$ cat config.mk
export PLATFORM = sky130hd
export DESIGN_NAME = imperfect_sensor_expected_impact_core
export DESIGN_NICKNAME = d
export VERILOG_FILES = /design/src/rtl/isei_pkg.sv /design/src/rtl/isei_mul.sv /design/src/rtl/imperfect_sensor_expected_impact_core.sv
export SDC_FILE = /design/constraint.sdc
export NUM_CORES = 2
export LEC_CHECK = 0
export CAP_MARGIN = 40
export CORE_MARGIN = 3
export CORE_UTILIZATION = 45
export CTS_CLUSTER_DIAMETER = 100
export DETAILED_ROUTE_END_ITERATION = 6
export DONT_BUFFER_PORTS = 1
export PLACE_DENSITY_LB_ADDON = 0.1
export SLEW_MARGIN = 20
export SYNTH_ARGS = -nofsm -noshare
export SYNTH_HDL_FRONTEND = slang
export SYNTH_SLANG_ARGS = --single-unit
export TNS_END_PERCENT = 1
$ cat constraint.sdc
create_clock -name i_clk -period 10.7 [get_ports i_clk]
set_clock_uncertainty 0.05 [all_clocks]
set_input_delay 1.605 -clock i_clk [delete_from_list [all_inputs] [get_ports i_clk]]
set_output_delay 1.605 -clock i_clk [all_outputs]
set_load 0.02 [all_outputs]
$ cat src/rtl/isei_pkg.sv
// Shared types and fixed widths for the imperfect sensor expected impact block.
package isei_pkg;

    localparam int IMPACT_W = 32;
    localparam int TIME_W   = 32;
    localparam int TOTAL_W  = 63;

    typedef enum logic [6:0] {
        S_IDLE = 7'b0000001,
        S_EVAL = 7'b0000010,
        S_MISS = 7'b0000100,
        S_PD   = 7'b0001000,
        S_CON  = 7'b0010000,
        S_UND  = 7'b0100000,
        S_EMIT = 7'b1000000
    } t_state;

endpackage

$ cat src/rtl/isei_mul.sv
// Shared multiplier with optional half-up rounding to the probability scale.
module isei_mul #(
    parameter int FRAC_BITS = 16
) (
    input  logic                                   i_clk,
    input  logic [isei_pkg::IMPACT_W-1:0]          i_a,
    input  logic [FRAC_BITS:0]                     i_b,
    input  logic                                   i_rnd,
    output logic [isei_pkg::IMPACT_W+FRAC_BITS-1:0] o_prod
);
    import isei_pkg::*;

    localparam int PW     = IMPACT_W + FRAC_BITS;
    localparam int FULL_W = IMPACT_W + FRAC_BITS + 1;

    logic [FULL_W-1:0] full;
    logic [FULL_W-1:0] shr;
    logic [FULL_W-1:0] half;
    logic [PW-1:0]     r_prod;

    assign half = i_rnd ? (FULL_W'(1) << (FRAC_BITS - 1)) : '0;
    assign full = (FULL_W'(i_a) * FULL_W'(i_b)) + half;
    assign shr  = full >> FRAC_BITS;

    always_ff @(posedge i_clk) begin
        if (i_rnd) begin
            r_prod <= shr[PW-1:0];
        end else begin
            r_prod <= full[PW-1:0];
        end
    end

    assign o_prod = r_prod;

endmodule

$ cat src/rtl/imperfect_sensor_expected_impact_core.sv
// Top level: sequencer and scenario state for the expected impact of imperfect sensors.
//
//  channel | direction | handshake              | payload
//  in      | input     | i_in_valid / o_in_stall | func, arrival_time, impact, detect_prob,
//          |           |                        | first_scenario
//  out     | output    | o_out_valid / i_out_stall | scenario_impact, total_impact
//
// States per transaction, set by the one shared multiplier: joining the open group EVAL,
// MISS; opening one with none open EVAL; closing one EVAL, PD, CON; an end transaction
// EVAL, UND, EMIT, with PD, CON before UND if it closes a group; EMIT waits on a free output.
// Synchronous active-low reset clears all scenario state and the running total.
// The output register holds a result under stall; input is taken only in the idle state.
module imperfect_sensor_expected_impact_core #(
    parameter int PROB_FRAC_BITS = 16
) (
    input  logic                                          i_clk,
    input  logic                                          i_rst_n,
    input  logic                                          i_in_valid,
    output logic                                          o_in_stall,
    input  logic                                          i_func,
    input  logic [isei_pkg::TIME_W-1:0]                   i_arrival_time,
    input  logic [isei_pkg::IMPACT_W-1:0]                 i_impact,
    input  logic [PROB_FRAC_BITS:0]                       i_detect_prob,
    input  logic                                          i_first_scenario,
    output logic                                          o_out_valid,
    input  logic                                          i_out_stall,
    output logic [isei_pkg::IMPACT_W+PROB_FRAC_BITS-1:0]  o_scenario_impact,
    output logic [isei_pkg::TOTAL_W-1:0]                  o_total_impact
);
    import isei_pkg::*;

    localparam int F     = PROB_FRAC_BITS;
    localparam int PW    = F + 1;
    localparam int ACC_W = IMPACT_W + F;
    localparam logic [PW-1:0] ONE = PW'(1) << F;

    t_state r_state, n_state;

    logic              r_func;
    logic [TIME_W-1:0] r_t;
    logic [IMPACT_W-1:0] r_imp;
    logic [PW-1:0]     r_p;
    logic              r_first;

    logic [PW-1:0]       r_rem;
    logic [ACC_W-1:0]    r_acc;
    logic [TIME_W-1:0]   r_group_time;
    logic [IMPACT_W-1:0] r_group_impact;
    logic [PW-1:0]       r_group_miss;
    logic                r_group_open;
    logic [TOTAL_W-1:0]  r_total;

    logic                r_out_valid;
    logic [ACC_W-1:0]    r_out_scn;
    logic [TOTAL_W-1:0]  r_out_tot;

    logic [IMPACT_W-1:0] mul_a;
    logic [PW-1:0]       mul_b;
    logic                mul_rnd;
    logic [ACC_W-1:0]    prod;

    logic                in_accept;
    logic                out_free;
    logic                same_group;
    logic [PW-1:0]       p_clamp;
    logic [ACC_W:0]      acc_sum;
    logic [ACC_W-1:0]    acc_sat;
    logic [TOTAL_W-1:0]  tot_base;
    logic [TOTAL_W:0]    tot_sum;
    logic [TOTAL_W-1:0]  tot_sat;

    assign o_in_stall = (r_state != S_IDLE);
    assign in_accept  = i_in_valid && !o_in_stall;
    assign out_free   = !r_out_valid || !i_out_stall;
    assign same_group = !r_func && r_group_open && (r_t == r_group_time);
    assign p_clamp    = (i_detect_prob[F] && (|i_detect_prob[F-1:0])) ? ONE : i_detect_prob;

    assign acc_sum  = {1'b0, r_acc} + {1'b0, prod};
    assign acc_sat  = acc_sum[ACC_W] ? {ACC_W{1'b1}} : acc_sum[ACC_W-1:0];
    assign tot_base = r_first ? '0 : r_total;
    assign tot_sum  = {1'b0, tot_base} + (TOTAL_W + 1)'(r_acc);
    assign tot_sat  = tot_sum[TOTAL_W] ? {TOTAL_W{1'b1}} : tot_sum[TOTAL_W-1:0];

    always_comb begin
        mul_a   = IMPACT_W'(r_rem);
        mul_b   = ONE - r_group_miss;
        mul_rnd = 1'b1;
        unique case (r_state)
            S_EVAL: begin
                if (same_group) begin
                    mul_a = IMPACT_W'(r_group_miss);
                    mul_b = ONE - r_p;
                end else if (!r_group_open) begin
                    mul_a   = r_imp;
                    mul_b   = r_rem;
                    mul_rnd = 1'b0;
                end
            end
            S_PD: begin
                mul_a   = r_group_impact;
                mul_b   = prod[PW-1:0];
                mul_rnd = 1'b0;
            end
            S_CON: begin
                mul_a   = r_imp;
                mul_b   = r_rem;
                mul_rnd = 1'b0;
            end
            default: begin
                mul_a   = IMPACT_W'(r_rem);
                mul_b   = ONE - r_group_miss;
                mul_rnd = 1'b1;
            end
        endcase
    end

    isei_mul #(
        .FRAC_BITS(F)
    ) u_mul (
        .i_clk  (i_clk),
        .i_a    (mul_a),
        .i_b    (mul_b),
        .i_rnd  (mul_rnd),
        .o_prod (prod)
    );

    always_comb begin
        n_state = r_state;
        unique case (r_state)
            S_IDLE: if (in_accept) n_state = S_EVAL;
            S_EVAL: begin
                if (same_group) begin
                    n_state = S_MISS;
                end else if (r_group_open) begin
                    n_state = S_PD;
                end else if (!r_func) begin
                    n_state = S_IDLE;
                end else begin
                    n_state = S_UND;
                end
            end
            S_MISS: n_state = S_IDLE;
            S_PD:   n_state = S_CON;
            S_CON:  n_state = r_func ? S_UND : S_IDLE;
            S_UND:  n_state = S_EMIT;
            S_EMIT: if (out_free) n_state = S_IDLE;
            default: n_state = S_IDLE;
        endcase
    end

    always_ff @(posedge i_clk) begin
        if (in_accept) begin
            r_func  <= i_func;
            r_t     <= i_arrival_time;
            r_imp   <= i_impact;
            r_p     <= p_clamp;
            r_first <= i_first_scenario;
        end
        if (r_state == S_EMIT && out_free) begin
            r_out_scn <= r_acc;
            r_out_tot <= tot_sat;
        end
    end

    always_ff @(posedge i_clk) begin
        if (!i_rst_n) begin
            r_state        <= S_IDLE;
            r_out_valid    <= 1'b0;
            r_rem          <= ONE;
            r_acc          <= '0;
            r_group_time   <= '0;
            r_group_impact <= '0;
            r_group_miss   <= ONE;
            r_group_open   <= 1'b0;
            r_total        <= '0;
        end else begin
            r_state <= n_state;
            if (r_state == S_EMIT && out_free) begin
                r_out_valid <= 1'b1;
            end else if (!i_out_stall) begin
                r_out_valid <= 1'b0;
            end
            unique case (r_state)
                S_EVAL: begin
                    if (!same_group && !r_group_open && !r_func) begin
                        r_group_time   <= r_t;
                        r_group_impact <= r_imp;
                        r_group_miss   <= ONE - r_p;
                        r_group_open   <= 1'b1;
                    end
                end
                S_MISS: r_group_miss <= prod[PW-1:0];
                S_PD:   r_rem <= r_rem - prod[PW-1:0];
                S_CON: begin
                    r_acc <= acc_sat;
                    if (r_func) begin
                        r_group_open <= 1'b0;
                        r_group_miss <= ONE;
                    end else begin
                        r_group_time   <= r_t;
                        r_group_impact <= r_imp;
                        r_group_miss   <= ONE - r_p;
                        r_group_open   <= 1'b1;
                    end
                end
                S_UND: r_acc <= acc_sat;
                S_EMIT: begin
                    if (out_free) begin
                        r_total        <= tot_sat;
                        r_rem          <= ONE;
                        r_acc          <= '0;
                        r_group_time   <= '0;
                        r_group_impact <= '0;
                        r_group_miss   <= ONE;
                        r_group_open   <= 1'b0;
                    end
                end
                default: begin
                end
            endcase
        end
    end

    assign o_out_valid       = r_out_valid;
    assign o_scenario_impact = r_out_scn;
    assign o_total_impact    = r_out_tot;

    a_rem_range: assert property (@(posedge i_clk) disable iff (!i_rst_n)
        r_rem <= ONE)
        else $error("remaining probability above one");

    a_closed_miss: assert property (@(posedge i_clk) disable iff (!i_rst_n)
        !r_group_open |-> r_group_miss == ONE)
        else $error("closed group holds a miss product");

    a_accept_eval: assert property (@(posedge i_clk) disable iff (!i_rst_n)
        in_accept |=> r_state == S_EVAL)
        else $error("accepted transaction not evaluated");

    a_emit_load: assert property (@(posedge i_clk) disable iff (!i_rst_n)
        (r_state == S_EMIT && out_free) |=> (o_out_valid && r_state == S_IDLE
            && r_acc == '0 && !r_group_open))
        else $error("scenario result not loaded or state not cleared");

endmodule
== Word-level counts from Yosys, hierarchy flattened ==
Index checks and enable logic that the tools add are counted.

* Add/sub/neg operators: 6
* Eq/ne operators: 14
* $mul: 1
* Reduce and logical (&&, ||, !) cells: 28
* Mux-type cells: 40

{| class="wikitable"
|+ Operator list
! kind !! number
|-
| case mux 32 bit (3 select lines) || 3
|-
| 2-to-1 mux 32 bit || 7
|-
| 2-to-1 mux 63 bit || 2
|-
| 2-to-1 mux 48 bit || 2
|-
| case mux 48 bit (2 select lines) || 1
|-
| 2-to-1 mux 17 bit || 5
|-
| case mux 17 bit (4 select lines) || 1
|-
| adder 63 x 48 -> 64 bit || 1
|-
| case mux 17 bit (3 select lines) || 1
|-
| adder 48 x 48 -> 49 bit || 1
|-
| adder 49 x 16 -> 49 bit || 1
|-
| multiplier 32 x 17 -> 49 bit || 1
|-
| case mux 7 bit (6 select lines) || 1
|-
| case mux 17 bit (2 select lines) || 1
|-
| subtractor 17 bit (first input constant) || 2
|-
| 2-to-1 mux 33 bit || 1
|-
| == test 32 bit || 1
|-
| 2-to-1 mux 6 bit || 3
|-
| subtractor 17 bit || 1
|-
| 2-to-1 mux 16 bit || 1
|-
| OR reduction 16 bit || 1
|-
| 2-to-1 mux 7 bit || 2
|-
| inequality test 2 bit (second input constant) || 4
|-
| AND reduction 2 bit || 4
|-
| 21 further kinds || 41
|}

* Input port bits: 87
* Flip-flop bits (word level): 460
* Output and inout port bits: 113
* Logic and storage cells: 107

== Depth between registers and ports, before layout ==
* Depth after elaboration: 8
* Mapped depth: 36
* Gate-level depth less buffers: 34

== Modules after synthesis ==
A second synthesis with hierarchy kept.

* Cells, all modules: 4663
* Area total of the unflattened synthesis: 42174.2 um^2

{| class="wikitable"
|+ By module, submodules not included
! module !! sequential area each (um^2) !! instances !! cells an instance !! area each (um^2)
|-
| imperfect_sensor_expected_impact_core || 10189.8 || 1 || 2451 || 22755.6
|-
| isei_mul || 960.9 || 1 || 2212 || 19418.6
|}

== Worst setup path before layout ==
Ideal clock, no wire load.

* Kind: flip-flop to flip-flop
* Start point: register r_p[3]
* End point: register u_mul.r_prod[31] (netlist: u_mul.o_prod[31])
* Cell stages (with the launch flop): 33
* Setup time: 127 ps
* Buffers on the path: 2
* Data required time: 10523 ps
* Slack: 1991 ps
* Arrival: 8532 ps
* Clock period less this slack: 8709 ps
* Path through: edfxtp_1 or3_1 or3_4 or4_4 or2_2 nor2_1 xnor2_1 o2bb2ai_1 o31a_1 buf_4 mux2i_1 buf_2 nand2_1 fa_1 inv_1 fa_1 fa_1 fa_1 fa_1 inv_1 fa_1 inv_1 ha_1 a21o_1 a21oi_1 inv_1 a2111oi_0 a21oi_1 o221ai_1 o21ai_0 a311oi_1 xor2_1 o21ai_0

* Cells in the longest elaborated chain, start to end: 6

{| class="wikitable"
|+ RTL lines
! item !! line !! source
|-
| start: declaration || imperfect_sensor_expected_impact_core.sv:42 || <nowiki>logic [PW-1:0] r_p;</nowiki>
|-
| start signal: assignment || imperfect_sensor_expected_impact_core.sv:156 || <nowiki>r_p <= p_clamp;</nowiki>
|-
| subtractor 17 bit || imperfect_sensor_expected_impact_core.sv:92 || <nowiki>mul_b = ONE - r_p;</nowiki>
|-
| 2-to-1 mux 17 bit || imperfect_sensor_expected_impact_core.sv:90 || <nowiki>if (same_group) begin</nowiki>
|-
| case mux 17 bit (3 select lines) || imperfect_sensor_expected_impact_core.sv:88 || <nowiki>unique case (r_state)</nowiki>
|-
| multiplier 32 x 17 -> 49 bit || isei_mul.sv:22 || <nowiki>assign full = (FULL_W'(i_a) * FULL_W'(i_b)) + half;</nowiki>
|-
| adder 49 x 16 -> 49 bit || isei_mul.sv:22 ||
|-
| 2-to-1 mux 33 bit || isei_mul.sv:26 || <nowiki>if (i_rnd) begin</nowiki>
|-
| end signal: assignment || isei_mul.sv:27 || <nowiki>r_prod <= shr[PW-1:0];</nowiki>
|-
| end signal: assignment || isei_mul.sv:29 || <nowiki>r_prod <= full[PW-1:0];</nowiki>
|-
| end: declaration || isei_mul.sv:19 || <nowiki>logic [PW-1:0] r_prod;</nowiki>
|}

Every way passes these cells.
A chain may end at the register's enable or synchronous reset.

== Final worst setup path ==
* Start point: register r_p[2]
* End point: register u_mul.r_prod[29] (netlist: u_mul.o_prod[29])

The elaborated chain is that of the path after synthesis.

==> results.sh <==
export IMPL_cp_common_cell="fa_1"
export IMPL_min_period_ps=9810
export IMPL_syn_area_mm2=0.0422
export IMPL_track_usage=0.272
export IMPL_timing_critical_path_buf_inv=3
export IMPL_syn_to_final_growth_pct=8.77
export IMPL_route_detailed_drc=0
export IMPL_setup_tns_ps=0
export IMPL_grt_first_pass_wirelength_um=205000
export IMPL_grt_max_degree=81
export IMPL_cts_hold_buffers=0
export IMPL_post_cts_resized=0
export IMPL_io_buffers=0
export IMPL_clock_path_buffers=3
export IMPL_cp_start_kind="flop"
export IMPL_num_rows=111
export IMPL_overflow=0
export IMPL_drt_initial_drc_count=2783
export IMPL_fin_util=0.497
export IMPL_fmax_mhz=102
export IMPL_ant_nets=0
export IMPL_clk_latency_ps=660
export IMPL_ioPinCount=200
export IMPL_placed_cell_area_mm2=0.0439
export IMPL_setup_ws_ps=885
export IMPL_cts_root_buf="clkbuf_16"
export IMPL_hpwl_um=106000
export IMPL_first_pass_iters=5
export IMPL_cp_top_family="adder cells"
export IMPL_core_mm2=0.0924
export IMPL_crit_arrival_ps=10290
export IMPL_fp_dieW_um=312
export IMPL_slowest_delay_ps=510
export IMPL_antenna_found_initial=9
export IMPL_post_drt_wl_per_cell_um=22.3
export IMPL_final_cell_area_mm2=0.0459
export IMPL_ir_drop_mv=0.123
export IMPL_powerDensity_mw_per_mm2=110
export IMPL_nFillCells=8766
export IMPL_fin_nets=5522
export IMPL_hp_class="reg2reg"
export IMPL_pre_cts_slack_ps=1030
export IMPL_crit_path_end_kind="flop"
export IMPL_crit_slowest_cell="o21ai_0"
export IMPL_drt_vias_per_instance=5.67
export IMPL_via_count=34138
export IMPL_grt_pass1_vias=33587
export IMPL_critPathMaxFanout=12
export IMPL_tightest_slew_ps=904
export IMPL_ys_warn_count=0
export IMPL_drive_above_1_share=0.0648
export IMPL_critical_path_class="reg2reg"
export IMPL_drt_total_wl_um=134000
export IMPL_layout_common_cells="581 x nor2_1, 581 x inv_1, 503 x nand2_1, 453 x fa_1, 266 x dfxtp_1"
export IMPL_synth_edf_count=194
export IMPL_worstPathRequired_ps=11170
export IMPL_setup_viol=0
export IMPL_finalHoldViolations=0
export IMPL_postCtsSetupBuffers=0
export IMPL_slew_headroom=0.398
export IMPL_start_util=0.457
export IMPL_clk_pin_slew_worst_paths_ps=60
export IMPL_status="completed"
export IMPL_cts_tree="built"
export IMPL_dieArea_mm2=0.0976
export IMPL_finalMaxSlewViolations=0
export IMPL_die_h_um=312
export IMPL_p_leak_nw=20.6
export IMPL_synth_top_flop_cell="dfxtp_1"
export IMPL_numCtsBuffers=56
export IMPL_routabilityCongestion=0.930
export IMPL_netlist_cell_type_count=94
export IMPL_rsz0062_at_grt="no"
export IMPL_yosysSeqAreaShare=0.264
export IMPL_synth_async_reset_ratio=0
export IMPL_synthCells=4781
export IMPL_htreeDepth=2
export IMPL_ys_ff_latch=460
export IMPL_syn_nets=5586
export IMPL_max_cap_violations=0
export IMPL_syn_avg_cell_area_um2=8.83
export IMPL_numClockSinks=460
export IMPL_fin_crit_sh=0.917
==> area by class of cell <==
class                           instances  area [µm²]  area share
Timing Repair Buffer                  112         941      0.0205
Tap cell                             1243        1560      0.0339
Sequential cell                       460       11200       0.243
Antenna cell                            9        22.5    0.000490
Clock inverter                         44         584      0.0127
Multi-Input combinational cell       3503       28100       0.611
Clock buffer                           62        1420      0.0310
Inverter                              584        2200      0.0479
==> registers in the layout (all words and copies together) (netlist names) <==
name               count
r_group_impact        32
r_group_time          32
r_group_open           1
r_acc                 48
r_func                 1
r_imp                 32
r_total               63
u_mul.o_prod          48
r_p                   17
r_group_miss          17
r_rem                 17
o_total_impact        63
o_scenario_impact     48
r_t                   32
o_out_valid            1
r_first                1
r_state                7
==> cells in the mapped netlist, types with 10 or more instances <==
master    count  share of area
a211oi_1     39         0.0069
a21o_1       84          0.015
a21oi_1     213          0.025
a221o_1      17         0.0040
a221oi_1     26         0.0054
a22o_1       30         0.0062
a22oi_1      96          0.017
a31oi_1      35         0.0052
a41oi_1      10         0.0021
and2_1       22         0.0033
and3_1       27         0.0040
buf_1        18         0.0016
clkbuf_1    201          0.018
dfxtp_1     266           0.13
edfxtp_1    194           0.14
fa_1        453           0.21
ha_1        265          0.079
inv_1       583          0.052
mux2i_1      15         0.0036
nand2_1     505          0.045
nand2b_1     47         0.0070
nand3_1      71         0.0084
nand3b_1     10         0.0018
nand4_1      41         0.0061
nor2_1      585          0.052
nor2b_1     104          0.015
nor3_1       64         0.0076
nor4_1       16         0.0024
o211ai_1     10         0.0018
o21a_1       16         0.0028
o21ai_0     239          0.028
o21ai_1      11         0.0013
o21bai_1     19         0.0034
o221ai_1     11         0.0023
o31ai_1      11         0.0020
or2_2        47         0.0070
or3_1        23         0.0034
xnor2_1     139          0.029
xor2_1       69          0.014
==> power by group <==
group          total (W)  internal [W]  switching [W]
sequential       0.00200       0.00189       0.000106
combinational   0.000978      0.000336       0.000642
clock            0.00208       0.00122       0.000857
total            0.00506       0.00345        0.00161
==> worst paths after layout <==
kind,end,slack [ps],cells after the start,start
max,u_mul.o_prod[29],890,30,r_p[2]
min,r_group_impact[13],450,2,r_group_impact[13]
max reg2reg,u_mul.o_prod[29],890,30,r_p[2]
min reg2reg,r_group_impact[13],450,2,r_group_impact[13]
==> routing by layer <==
metal	track usage	vias to the layer above	share of wire	routed length [µm]
met4	0.106	2	0.042	5640
met2	0.438	1017	0.46	61500
met3	0.0369	233	0.059	7890
li1	-	15858	-	-
met1	0.374	17028	0.44	59000
met5	0	-	0.000097	13
==> worst register-to-register path: cells and delay by family (launching register included) <==
| family | cells | cell delay, ps |
|---|---|---|
| flops | 1 | 440 |
| buf+inv | 3 | 140 |
| mux | 1 | 280 |
| compound gates | 9 | 2720 |
| fa+ha+maj | 7 | 3230 |
| simple gates | 8 | 2410 |
| xor+xnor | 2 | 410 |
==> metrics by stage <==
step	hold slack, ps	total power (W)	std cells
4_1_cts	454	0.00510	6005
6_report	446	0.00506	6017
3_3_place_gp	431	0.00298	5885
5_1_grt	474	0.00528	6009
3_5_place_dp	436	0.00299	5899
2_1_floorplan	400	0.00263	4781
==> kinds of logic after synthesis <==
kind of cell    after synthesis  synth area share
compound gates              958             0.150
xor+xnor                    208            0.0431
fa+ha+maj                   718             0.293
buf+inv                     818            0.0738
flops                       460             0.264
mux                          17           0.00435
simple gates               1602             0.171
Note: power is estimated with default switching activity, not from simulation.
